`src/sv/pcf_pkg.sv`:
```
`timescale 1ns / 1ps
package pcf_pkg;

   localparam int unsigned CordicStepsDefault = 20;
   localparam int unsigned CordicStepsMax     = 32;
   localparam int unsigned VecShift           = 14;
   localparam int unsigned CordicWidth        = 40;
   localparam int unsigned AngleWidth         = 32;

   localparam logic signed [AngleWidth-1:0] Ang180 = 32'sd11796480;

   localparam logic [15:0] GyroOffsetReset = 16'd16;
   localparam logic [15:0] GyroGainReset   = 16'd4;
   localparam logic [16:0] BlendAlphaReset = 17'd66;
   localparam logic [16:0] AlphaOne        = 17'd65536;

   localparam logic [1:0] RegGyroOffset = 2'd0;
   localparam logic [1:0] RegGyroGain   = 2'd1;
   localparam logic [1:0] RegBlendAlpha = 2'd2;

   typedef enum logic [2:0] {
      ST_IDLE,
      ST_ROTATE,
      ST_MUL_GAIN,
      ST_MUL_ACC,
      ST_MUL_GYR,
      ST_SUM,
      ST_DONE
   } state_type;

   typedef struct packed {
      logic load;
      logic rotate;
   } cordic_ctl_type;

   function automatic logic signed [AngleWidth-1:0] atan_lookup(input logic [4:0] idx);
      logic signed [AngleWidth-1:0] r;
      r = '0;
      case (idx)
         5'd0:  r = 32'sd2949120;
         5'd1:  r = 32'sd1740967;
         5'd2:  r = 32'sd919879;
         5'd3:  r = 32'sd466945;
         5'd4:  r = 32'sd234379;
         5'd5:  r = 32'sd117304;
         5'd6:  r = 32'sd58666;
         5'd7:  r = 32'sd29335;
         5'd8:  r = 32'sd14668;
         5'd9:  r = 32'sd7334;
         5'd10: r = 32'sd3667;
         5'd11: r = 32'sd1833;
         5'd12: r = 32'sd917;
         5'd13: r = 32'sd458;
         5'd14: r = 32'sd229;
         5'd15: r = 32'sd115;
         5'd16: r = 32'sd57;
         5'd17: r = 32'sd29;
         5'd18: r = 32'sd14;
         5'd19: r = 32'sd7;
         5'd20: r = 32'sd4;
         5'd21: r = 32'sd2;
         5'd22: r = 32'sd1;
         default: r = '0;
      endcase
      return r;
   endfunction

endpackage

```
`src/sv/pcf_cordic.sv`:
```
`timescale 1ns / 1ps
module pcf_cordic (
   input  logic                                      clock,
   input  pcf_pkg::cordic_ctl_type                   ctl,
   input  logic [4:0]                                step,
   input  logic signed [15:0]                        accel_x,
   input  logic signed [15:0]                        accel_z,
   output logic signed [24:0]                        angle
);

   localparam int unsigned W = pcf_pkg::CordicWidth;

   logic signed [W-1:0] x_ff, x_in, y_ff, y_in;
   logic signed [pcf_pkg::AngleWidth-1:0] z_ff, z_in;
   logic                zero_ff, zero_in;
   logic signed [W-1:0] xs, ys, x0, y0;
   logic signed [pcf_pkg::AngleWidth-1:0] at, negz;

   always_comb begin
      x0 = W'(accel_z) <<< pcf_pkg::VecShift;
      y0 = W'(accel_x) <<< pcf_pkg::VecShift;
      xs = x_ff >>> step;
      ys = y_ff >>> step;
      at = pcf_pkg::atan_lookup(step);
      x_in = x_ff;
      y_in = y_ff;
      z_in = z_ff;
      zero_in = zero_ff;
      if (ctl.load) begin
         zero_in = (accel_x == '0) && (accel_z == '0);
         if (x0 < 0) begin
            x_in = -x0;
            y_in = -y0;
            z_in = (y0 >= 0) ? pcf_pkg::Ang180 : -pcf_pkg::Ang180;
         end else begin
            x_in = x0;
            y_in = y0;
            z_in = '0;
         end
      end else if (ctl.rotate) begin
         if (y_ff >= 0) begin
            x_in = x_ff + ys;
            y_in = y_ff - xs;
            z_in = z_ff + at;
         end else begin
            x_in = x_ff - ys;
            y_in = y_ff + xs;
            z_in = z_ff - at;
         end
      end
   end

   always_ff @(posedge clock) begin
      x_ff    <= x_in;
      y_ff    <= y_in;
      z_ff    <= z_in;
      zero_ff <= zero_in;
   end

   always_comb begin
      negz = -z_ff;
      if (zero_ff) begin
         angle = '0;
      end else if (negz > pcf_pkg::Ang180) begin
         angle = 25'(pcf_pkg::Ang180);
      end else if (negz < -pcf_pkg::Ang180) begin
         angle = 25'(-pcf_pkg::Ang180);
      end else begin
         angle = negz[24:0];
      end
   end

endmodule

```
`src/sv/pcf_ctrl.sv`:
```
`timescale 1ns / 1ps
module pcf_ctrl #(
   parameter int unsigned CORDIC_STEPS = pcf_pkg::CordicStepsDefault
) (
   input  logic                      clock,
   input  logic                      reset,
   input  logic                      start,
   input  logic                      out_taken,
   output pcf_pkg::state_type        state,
   output pcf_pkg::cordic_ctl_type   ctl,
   output logic [4:0]                step
);

   pcf_pkg::state_type state_ff, state_in;
   logic [4:0] step_ff, step_in;
   logic last;

   assign last  = (step_ff == 5'(CORDIC_STEPS - 1));
   assign state = state_ff;
   assign step  = step_ff;

   always_comb begin
      state_in = state_ff;
      case (state_ff)
         pcf_pkg::ST_IDLE:     if (start) state_in = pcf_pkg::ST_ROTATE;
         pcf_pkg::ST_ROTATE:   if (last) state_in = pcf_pkg::ST_MUL_GAIN;
         pcf_pkg::ST_MUL_GAIN: state_in = pcf_pkg::ST_MUL_ACC;
         pcf_pkg::ST_MUL_ACC:  state_in = pcf_pkg::ST_MUL_GYR;
         pcf_pkg::ST_MUL_GYR:  state_in = pcf_pkg::ST_SUM;
         pcf_pkg::ST_SUM:      state_in = pcf_pkg::ST_DONE;
         pcf_pkg::ST_DONE:     if (out_taken) state_in = pcf_pkg::ST_IDLE;
         default:              state_in = pcf_pkg::ST_IDLE;
      endcase
   end

   always_comb begin
      ctl = '0;
      step_in = '0;
      case (state_ff)
         pcf_pkg::ST_IDLE:   ctl.load = start;
         pcf_pkg::ST_ROTATE: begin
            ctl.rotate = 1'b1;
            step_in = last ? 5'd0 : step_ff + 5'd1;
         end
         default: ctl = '0;
      endcase
   end

   always_ff @(posedge clock) begin
      if (reset) begin
         state_ff <= pcf_pkg::ST_IDLE;
         step_ff  <= '0;
      end else begin
         state_ff <= state_in;
         step_ff  <= step_in;
      end
   end

endmodule

```
`src/sv/pitch_complementary_filter_core.sv`:
```
`timescale 1ns / 1ps
// After an input transaction is accepted, the sequencer runs the CORDIC_STEPS (20 by default)
// rotation steps of the shared CORDIC rotator in ST_ROTATE, one micro-rotation per cycle,
// then passes through ST_MUL_GAIN, ST_MUL_ACC, ST_MUL_GYR and ST_SUM and offers the result
// in ST_DONE. No new input transaction is taken until the result has been taken.
// Reset (synchronous, active high) clears the sequencer and the fused angle and
// restores the register defaults.
module pitch_complementary_filter_core #(
   parameter int unsigned CORDIC_STEPS = pcf_pkg::CordicStepsDefault
) (
   input  logic        clock,
   input  logic        reset,
   // Input stream: tdata = accel_x[15:0], accel_z[31:16], gyro_y[47:32].
   input  logic        req_tvalid,
   output logic        req_tready,
   input  logic [47:0] req_tdata,
   // Result stream: tdata = accel_angle[24:0], gyro_angle[56:25], fused_angle[88:57],
   // zero fill to 96 bits.
   output logic        rsp_tvalid,
   input  logic        rsp_tready,
   output logic [95:0] rsp_tdata,
   // Configuration port.
   input  logic        csr_psel,
   input  logic        csr_penable,
   input  logic        csr_pwrite,
   input  logic [3:0]  csr_paddr,
   input  logic [31:0] csr_pwdata,
   output logic [31:0] csr_prdata,
   output logic        csr_pready
);

   // Configuration registers. Writes land in the access phase of a transaction.
   logic signed [15:0] offset_ff;
   logic [15:0]        gain_ff;
   logic [16:0]        alpha_ff;
   logic               wr;
   logic [1:0]         reg_idx;

   assign csr_pready = 1'b1;
   assign wr         = csr_psel && csr_penable && csr_pwrite;
   assign reg_idx    = csr_paddr[3:2];

   always_ff @(posedge clock) begin
      if (reset) begin
         offset_ff <= pcf_pkg::GyroOffsetReset;
         gain_ff   <= pcf_pkg::GyroGainReset;
         alpha_ff  <= pcf_pkg::BlendAlphaReset;
      end else if (wr && csr_paddr[1:0] == 2'b00) begin
         case (reg_idx)
            pcf_pkg::RegGyroOffset: offset_ff <= csr_pwdata[15:0];
            pcf_pkg::RegGyroGain:   gain_ff   <= csr_pwdata[15:0];
            pcf_pkg::RegBlendAlpha: alpha_ff  <= csr_pwdata[16:0];
            default: ;
         endcase
      end
   end

   always_comb begin
      case (reg_idx)
         pcf_pkg::RegGyroOffset: csr_prdata = {16'd0, offset_ff};
         pcf_pkg::RegGyroGain:   csr_prdata = {16'd0, gain_ff};
         pcf_pkg::RegBlendAlpha: csr_prdata = {15'd0, alpha_ff};
         default:                csr_prdata = '0;
      endcase
   end

   // Sequencer and shared CORDIC rotator.
   pcf_pkg::state_type      state;
   pcf_pkg::cordic_ctl_type ctl;
   logic [4:0]              step;
   logic                    start;
   logic signed [24:0]      acc_angle;

   assign req_tready = (state == pcf_pkg::ST_IDLE);
   assign start      = req_tvalid && req_tready;
   assign rsp_tvalid = (state == pcf_pkg::ST_DONE);

   pcf_ctrl #(.CORDIC_STEPS(CORDIC_STEPS)) u_ctrl (
      .clock     (clock),
      .reset     (reset),
      .start     (start),
      .out_taken (rsp_tvalid && rsp_tready),
      .state     (state),
      .ctl       (ctl),
      .step      (step)
   );

   pcf_cordic u_cordic (
      .clock   (clock),
      .ctl     (ctl),
      .step    (step),
      .accel_x (req_tdata[15:0]),
      .accel_z (req_tdata[31:16]),
      .angle   (acc_angle)
   );

   // The gyro correction is captured with the input transaction, saturated to 16 bits.
   logic signed [16:0] gdiff;
   logic signed [15:0] g_ff;
   assign gdiff = 17'(signed'(req_tdata[47:32])) - 17'(offset_ff);

   always_ff @(posedge clock) begin
      if (start) begin
         if (gdiff > 17'sd32767)       g_ff <= 16'sh7FFF;
         else if (gdiff < -17'sd32768) g_ff <= 16'sh8000;
         else                          g_ff <= gdiff[15:0];
      end
   end

   // One shared 34 x 33 signed multiplier, used once in each of three states.
   logic [16:0]        alpha_sat;
   logic signed [33:0] mul_a;
   logic signed [32:0] mul_b;
   logic signed [66:0] prod;
   logic signed [66:0] prod_ff;
   logic signed [66:0] acc_term_ff;
   logic signed [33:0] gsum;
   logic signed [31:0] gyr_ff, gyr_in;
   logic signed [31:0] filt_ff;
   logic signed [31:0] fused_ff;
   logic signed [66:0] blend, shifted;

   assign alpha_sat = (alpha_ff > pcf_pkg::AlphaOne) ? pcf_pkg::AlphaOne : alpha_ff;

   always_comb begin
      mul_a = 34'(g_ff);
      mul_b = 33'(gain_ff);
      case (state)
         pcf_pkg::ST_MUL_ACC: begin
            mul_a = 34'(acc_angle);
            mul_b = 33'(alpha_sat);
         end
         pcf_pkg::ST_MUL_GYR: begin
            mul_a = 34'(gyr_ff);
            mul_b = 33'(pcf_pkg::AlphaOne - alpha_sat);
         end
         default: ;
      endcase
      prod = 67'(mul_a) * 67'(mul_b);
   end

   always_comb begin
      gsum = 34'(filt_ff) + prod_ff[33:0];
      if (gsum > 34'sh07FFFFFFF)       gyr_in = 32'sh7FFFFFFF;
      else if (gsum < -34'sh080000000) gyr_in = 32'sh80000000;
      else                             gyr_in = gsum[31:0];
      blend   = acc_term_ff + prod_ff;
      shifted = blend >>> 16;
   end

   always_ff @(posedge clock) begin
      if (state == pcf_pkg::ST_MUL_GAIN || state == pcf_pkg::ST_MUL_ACC ||
          state == pcf_pkg::ST_MUL_GYR) begin
         prod_ff <= prod;
      end
      if (state == pcf_pkg::ST_MUL_ACC) gyr_ff <= gyr_in;
      if (state == pcf_pkg::ST_MUL_GYR) acc_term_ff <= prod_ff;
   end

   // Fused angle state; reset clears it.
   always_ff @(posedge clock) begin
      if (reset) begin
         filt_ff <= '0;
      end else if (state == pcf_pkg::ST_SUM) begin
         if (shifted > 67'sh07FFFFFFF)       filt_ff <= 32'sh7FFFFFFF;
         else if (shifted < -67'sh080000000) filt_ff <= 32'sh80000000;
         else                                filt_ff <= shifted[31:0];
      end
   end

   assign fused_ff  = filt_ff;
   assign rsp_tdata = {7'd0, fused_ff, gyr_ff, acc_angle};

   // The block holds off new input transactions while a result is pending.
   a_busy: assert property (@(posedge clock) disable iff (reset)
      rsp_tvalid |-> !req_tready) else $error("ready while result pending");
   // A result stays offered until it is taken.
   a_hold: assert property (@(posedge clock) disable iff (reset)
      rsp_tvalid && !rsp_tready |=> rsp_tvalid && $stable(rsp_tdata))
      else $error("result dropped");
   // An accepted transaction starts the rotator.
   a_start: assert property (@(posedge clock) disable iff (reset)
      start |=> state == pcf_pkg::ST_ROTATE) else $error("rotator not started");

endmodule
```
`config.mk`:
```
export PLATFORM = sky130hd
export DESIGN_NAME = pitch_complementary_filter_core
export DESIGN_NICKNAME = d
export VERILOG_FILES = /design/src/sv/pcf_pkg.sv /design/src/sv/pcf_cordic.sv /design/src/sv/pcf_ctrl.sv /design/src/sv/pitch_complementary_filter_core.sv
export SDC_FILE = /design/constraint.sdc
export NUM_CORES = 2
export LEC_CHECK = 0
export BUFFER_PORTS_ARGS = -buffer_cell sky130_fd_sc_hd__buf_2
export CAP_MARGIN = 20
export CORE_ASPECT_RATIO = 1.4
export CORE_MARGIN = 10
export CORE_UTILIZATION = 25
export DETAILED_ROUTE_END_ITERATION = 10
export HOLD_SLACK_MARGIN = 0.12
export PLACE_DENSITY = 0.47
export SETUP_SLACK_MARGIN = 0.02
export SLEW_MARGIN = 20
export SYNTH_ARGS = -nofsm -noshare
export SYNTH_HDL_FRONTEND = slang
export SYNTH_HIERARCHICAL = 1
export SYNTH_SLANG_ARGS = --single-unit
```
`constraint.sdc`:
```
create_clock -name clock -period 13.4 [get_ports clock]
set_input_delay 2.68 -clock clock [delete_from_list [all_inputs] [get_ports clock]]
set_output_delay 2.68 -clock clock [all_outputs]
set_load 0.005 [all_outputs]
```
# --- Word-level counts from Yosys, hierarchy flattened ---
# Memory sizes are Yosys's and may differ from the RTL's. A register that Yosys moved wholly into a read port is not among the register bits.
# Index checks and enable logic that the tools add are counted.
# W data, S select, Z words.
op_classes:
  order_cmp: 12
  n_mul: 1
  eq_ne: 12
  add_sub_neg: 14
  n_reduce_logical: 19
  bitwise_logic: 1
  n_div: 0
  n_shift: 2
  n_mux: 31
op_table:
  columns: ["cell", "n"]
  rows:
  - ["$mux W40", 8]
  - ["$mux W32", 8]
  - ["$add A40 B40 Y40", 2]
  - ["$neg A30 Y40", 2]
  - ["$sshr A40 B5 Y40", 2]
  - ["$sub A40 B40 Y40", 2]
  - ["$mux W25", 3]
  - ["$pmux W34 S2", 1]
  - ["$add A67 B67 Y67", 1]
  - ["$mul A34 B33 Y67", 1]
  - ["$pmux W33 S2", 1]
  - ["$gt A51 B32 Y1 const B", 1]
  - ["$lt A51 B32 Y1 const B", 1]
  - ["$pmux W17 S3", 1]
  - ["$ge A40 B1 Y1 const B", 1]
  - ["$add A34 B34 Y34", 1]
  - ["$gt A34 B32 Y1 const B", 1]
  - ["$lt A34 B32 Y1 const B", 1]
  - ["$add A32 B32 Y32", 1]
  - ["$gt A32 B25 Y1 const B", 1]
  - ["$logic_not A16 Y1", 2]
  - ["$lt A32 B25 Y1 const B", 1]
  - ["$neg A32 Y32", 1]
  - ["$sub A32 B32 Y32", 1]
  - ["other kinds (30)", 47]
word_totals:
  mem_bits_rw: 0
  mem_bits_ro: 704
  latch_bits: 0
  input_bits: 91
  n_memories: 1
  output_inout_bits: 131
  elab_cells: 107
  ff_bits: 384
mem_list:
  columns: ["memory", "depth", "width", "read_ports", "rd_clocked_by_memory_dff", "write_ports", "line", "text"]
  rows:
  - ["(no name shown)", 32, 22, 1, 1, 0, "pcf_pkg.sv:39", "case (idx)"]

# --- Longest topological paths before layout ---
logic_depth:
  depth_word: 7
  ltp_mapped: 45
  ltp_nobuf: 42

# --- Hierarchy ---
# The synthesis kept the hierarchy.
by_module_without_submodules:
  columns: ["mod", "cells_per_inst", "n_inst", "seq_area_each_um2", "area_each_um2"]
  rows:
  - ["pitch_complementary_filter_core", 5078, 1, 7086.8, 48138.7]
  - ["pcf_cordic", 2294, 1, 3393.3, 18971.9]
  - ["pcf_ctrl", 47, 1, 160.2, 425.4]

# --- Worst setup path after synthesis ---
# No wires, ideal clock.
synth_path:
  path_type: "register -> register"
  from: "reg u_cordic/z_ff[7] in the netlist's numbering"
  to: "reg prod_ff[63] (data pin)"
  t_arrival_ns: 11.014
  path_stages_with_launch: 40
  setup_time_ns: 0.266
  setup_slack_ns: 2.120
  path_cell_list: "edfxtp_1 > clkbuf_1 > nor4_1 > nand4_1 > nor3_1 > nand2_1 > o41ai_1 > a21oi_1 > o41ai_1 > nand3b_1 > clkbuf_1 > nor2_1 > a221o_1 > clkbuf_1 > nand2_1 > fa_1 > inv_1 > fa_1 > [4 not listed] > fa_1 > inv_1 > fa_1 > inv_1 > fa_1 > inv_1 > ha_1 > and3_1 > and3_1 > nand2_1 > or3_1 > and2_1 > o31a_1 > o31ai_1 > o211ai_1 > a21oi_1 > o41ai_1 > xnor2_1"
synth_between:
  elab_chain_len: 7
  elab_cells_between_ends: 8
  classes_between: "add/sub: 1; mul: 1; order compare: 2; mux: 4"
synth_lines:
  columns: ["item", "line", "text"]
  rows:
  - ["from (decl)", "pcf_cordic.sv:14", "logic signed [pcf_pkg::AngleWidth-1:0] z_ff, z_in;"]
  - ["from (signal assigned)", "pcf_cordic.sv:56", "z_ff <= z_in;"]
  - ["$neg A32 Y32 (*)", "pcf_cordic.sv:61", "negz = -z_ff;"]
  - ["$lt A32 B25 Y1", "pcf_cordic.sv:66", "end else if (negz < -pcf_pkg::Ang180) begin"]
  - ["$mux W25", "pcf_cordic.sv:66", null]
  - ["$mux W25 (*)", "pcf_cordic.sv:64", "end else if (negz > pcf_pkg::Ang180) begin"]
  - ["$mux W25 (*)", "pcf_cordic.sv:62", "if (zero_ff) begin"]
  - ["net rsp_tdata[11]", "pitch_complementary_filter_core.sv:21", "output logic [95:0] rsp_tdata,"]
  - ["$pmux W34 S2 (*)", "pitch_complementary_filter_core.sv:128", "case (state)"]
  - ["$mul A34 B33 Y67 (*)", "pitch_complementary_filter_core.sv:139", "prod = 67'(mul_a) * 67'(mul_b);"]
  - ["net prod[63]", "pitch_complementary_filter_core.sv:114", "logic signed [66:0] prod;"]
  - ["to (signal assigned)", "pitch_complementary_filter_core.sv:154", "prod_ff <= prod;"]
  - ["to (decl)", "pitch_complementary_filter_core.sv:115", "logic signed [66:0] prod_ff;"]
# The timed path passes the listed nets; every way through them passes the cells marked *.
# A chain may end at the register's enable or synchronous reset.

# --- Worst setup path after layout ---
layout_path:
  from: "reg u_cordic/z_ff[7] in the netlist's numbering"
  to: "reg prod_ff[63] (data pin)"
layout_between:
  elab_chain_len: 7
  elab_cells_between_ends: 8
  classes_between: "add/sub: 1; mul: 1; order compare: 2; mux: 4"
layout_lines:
  columns: ["item", "line"]
  rows:
  - ["$neg A32 Y32 (*)", "pcf_cordic.sv:61"]
  - ["$lt A32 B25 Y1", "pcf_cordic.sv:66"]
  - ["$mux W25", "pcf_cordic.sv:66"]
  - ["$mux W25 (*)", "pcf_cordic.sv:64"]
  - ["$mux W25 (*)", "pcf_cordic.sv:62"]
  - ["$pmux W34 S2 (*)", "pitch_complementary_filter_core.sv:128"]
  - ["$mul A34 B33 Y67 (*)", "pitch_complementary_filter_core.sv:139"]
  - ["net prod[63]", "pitch_complementary_filter_core.sv:114"]
# Marks and branches as above.

==> summary.md <==
| Metric | Value |
|---|---|
| EDFF count, synth | roughly 300 |
| GRT met3 Usage | ~2.3% |
| CTS Root Buffer Type | clkbuf_16 |
| Via count | about 54,000 |
| Die Ht | 635.0 µm |
| Critical setup path kind | reg -> reg |
| Reg2Reg Depth | 41 |
| CTS Buf Count | 50 |
| Die ar. | just under 300,000 µm² |
| CTS tree | yes |
| Critical path endpoint category | flip-flop |
| Drt pass-1 iters | 6 |
| Final GP Congestion | 0.9552 |
| Startpoint types | flip-flop |
| CTS sink cnt | 384 |
| Worst-path fanout max | 18 |
| R2r endpoint | prod_ff[63] |
| Status | completed |
| Area delta synth->final | 11.12% |
| Final period util | 94.80% |
| Max Slew Vio Count | 0 |
| Commonest non-fill, non-tap cell in the layout | inv_1 |
| CTS Buffer Depth | 3 |
| #FFs+latches synth | 384 |
| PortBufs | 183 |
| Share of synthesized registers carrying an async set or reset | 0% |
| Initial antenna violation count | 18 |
| ANT nets after route | 0 |
| Synthesized area | 67,540 µm² |
| Post-synth top flop | edfxtp_1 |
| F_max | a little under 80 MHz |
| Hold path depth | 0 |
| Max_slew headroom | between 20% and 30% |
| CTS Hold Buffers Added | 0 |
| Met2 usage | 27.69% |
| GR Util met1 | around a fifth |
| Avg WL per Cell | 20.54 µm |
| Dpl hpwl | slightly below 200,000 µm |
| Finished layout cell area | roughly 75,000 µm² |
| Setup Skew | 0.07344 ns |
| Seq/Total Area, Yosys | about 16% |
| Global-route wire length before repair | 353,300 µm |
| Ys Warns | 6 |
| FF-to-FF Start | u_cordic/z_ff[7] |
| Vias in the first global route | between 50,000 and 60,000 |
| Htree depth | 2 |
| Most Crowded Layer GR | met2 |
| Hold crit path type | reg -> reg |
| Placed cell area | 73,230 µm² |
| Crit path max-delay cell type | fa_1 |
| Final setup violation count | 0 |
| DR DRC count | 0 |
| Initial core utilization | 25.15% |
| Share of cells above drive strength 1 | about 8.3% |
| WP data required | roughly 14 ns |
| # nets final | between 9,000 and 10,000 |
| Hold Path End | acc_term_ff[36] |
| Avg Cell Area, Syn | 9.103 µm² |
| Rows | about 230 |
| TNS Setup | 0 ns |
| Via/cell ratio | 4.825 |
| Ports | 222 |
| Commonest non-fill, non-tap cells in the layout | 1,148 x inv_1, 968 x fa_1, 677 x nand2_1 |
| Cell repeated most along the worst path | fa_1 |
| Hold Vio Cnt, Final | 0 |
| Worst-path clk slew | 0.06 ns |
| Distinct cells, synth | roughly 120 |
| Post-Syn Instances | approximately 7,400 |
| Gr ovfl total | 0 |
| CP max stage delay | around 0.59 ns |
| Core area | about 270,000 µm² |
| WP data arrival | between 10 and 15 ns |
| Reg2reg setup slack | around 0.70 ns |
| Largest net degree at the start of global routing | ~150 |
| Max-Cap Viols | 0 |
| Minimum clock period after layout | approximately 13 ns |
| Clock Latency Late Sink | between 0.7 and 0.8 ns |
| Die W | 459.3 µm |
| Aggregate global-route resource usage | approximately 16% |
| Hold_sp | prod_ff[36] |
| DRT iter0 DRCs | ~3,200 |
| Final wirelength | 230,500 µm |
| Unrepaired setup endpoints after global routing | no |
| Least-Margin Pin Slew | ~1.1 ns |
## kinds of logic after synthesis
| family | after synthesis | synth area share (%) |
|---|---|---|
| AND/OR/NAND/NOR | 1998 | 13.71 |
| AO/OA/AOI/OAI | 1511 | 14.76 |
| buffers and inverters | 1506 | 8.826 |
| adder cells (fa/ha/maj) | 1429 | 37.23 |
| flip-flops | 384 | 15.75 |
| XOR/XNOR | 362 | 4.695 |
| multiplexers | 227 | 5.008 |
| other | 2 | 0.01112 |
## through the flow
step / hold slack [ns] / utilization, % / setup slack, ns / cells
after floorplan: 0.4334 / - / 2.120 / 7659
after global placement: 0.4527 / 27.26 / 0.4825 / 11127
after detailed placement: 0.4527 / 27.27 / 0.4527 / 11128
after CTS: 0.4505 / 27.93 / 0.3407 / 11222
after global routing: 0.4798 / 27.94 / 0.06908 / 11225
final: 0.4437 / 27.94 / 0.6970 / 11226
## metal layers
| layer | up-vias | wire length, µm |
|---|---|---|
| li1 | 25132 | - |
| met4 | 2 | 10800 |
| met2 | 1397 | 114100 |
| met1 | 27266 | 94210 |
| met3 | 374 | 11420 |
| met5 | - | 11 |
## worst max-delay path, delay by kind of cell, from the launching register on
| family | cells | cell delay, ns |
|---|---|---|
| compound gates | 11 | 2.99 |
| buf+inv | 8 | 0.85 |
| xor+xnor | 2 | 0.44 |
| fa+ha+maj | 9 | 4.45 |
| simple gates | 11 | 3.16 |
| flops | 1 | 0.51 |
## how the worst max path moves through the flow
stage	slack (ns)	to	startpoint
floorplan	2.12	prod_ff[63]	u_cordic/z_ff[7]
global placement	0.48	prod_ff[63]	u_cordic/z_ff[7]
detailed placement	0.45	prod_ff[63]	u_cordic/z_ff[7]
CTS	0.34	prod_ff[63]	u_cordic/z_ff[7]
global route	0.07	prod_ff[63]	u_cordic/z_ff[7]
finish	0.70	prod_ff[63]	u_cordic/z_ff[7]
## cell usage after synthesis, drive strengths merged (14+ instances only)
cell / instances / share of area [%]
inv: 1150 / 6.4
fa: 968 / 29
nand2: 679 / 3.8
nor2: 638 / 3.5
ha: 461 / 8.5
a21oi: 383 / 2.8
o21ai: 364 / 2.7
edfxtp: 295 / 13
clkbuf: 256 / 1.4
xnor2: 217 / 2.8
a21o: 169 / 1.9
xor2: 145 / 1.9
nor3: 97 / 0.73
mux2i: 96 / 1.4
buf: 92 / 0.91
dfxtp: 89 / 2.6
nand2b: 88 / 0.82
mux4: 84 / 2.8
nand3: 84 / 0.62
a211oi: 76 / 1.1
o21a: 73 / 0.81
and3: 57 / 0.53
nand4: 56 / 0.52
nor2b: 54 / 0.50
mux2: 47 / 0.78
and2: 45 / 0.42
o31ai: 42 / 0.47
or3: 40 / 0.38
o22ai: 39 / 0.36
a31oi: 37 / 0.34
o21bai: 35 / 0.39
a221oi: 31 / 0.40
or2: 31 / 0.29
nor4: 28 / 0.28
a22oi: 26 / 0.30
o211ai: 26 / 0.30
a221o: 25 / 0.37
nand3b: 19 / 0.22
nor3b: 19 / 0.22
or4: 19 / 0.21
a211o: 14 / 0.18
a21boi: 14 / 0.16
o41ai: 14 / 0.18
## flip-flops by register name (all words and copies together), names as in the netlist
register          cells
gain_ff              16
u_cordic/x_ff        40
u_ctrl/state          3
offset_ff            16
u_ctrl/step           5
u_cordic/zero_ff      1
u_cordic/z_ff        32
u_cordic/y_ff        40
gyr_ff               32
g_ff                 16
prod_ff              67
alpha_ff             17
acc_term_ff          67
filt_ff              32
## timing repair
action / in CTS / in global routing
buffers inserted: 0 / 0
resized for setup: 0 / 3
endpoints found under the setup margin: 0 / 15
## layout make-up
type	count	area [µm²]
Antenna cell	3	7.507
Timing Repair Buffer	306	1884
Fill cell	28812	193500
Inverter	1152	4328
Clock buffer	59	1358
Sequential cell	384	10650
Clock inverter	35	416.7
Tap cell	3518	4402
Multi-Input combinational cell	5769	52000
Power is not shown: default switching activity piles up to over one toggle a cycle in this logic, so the estimate is an artifact.
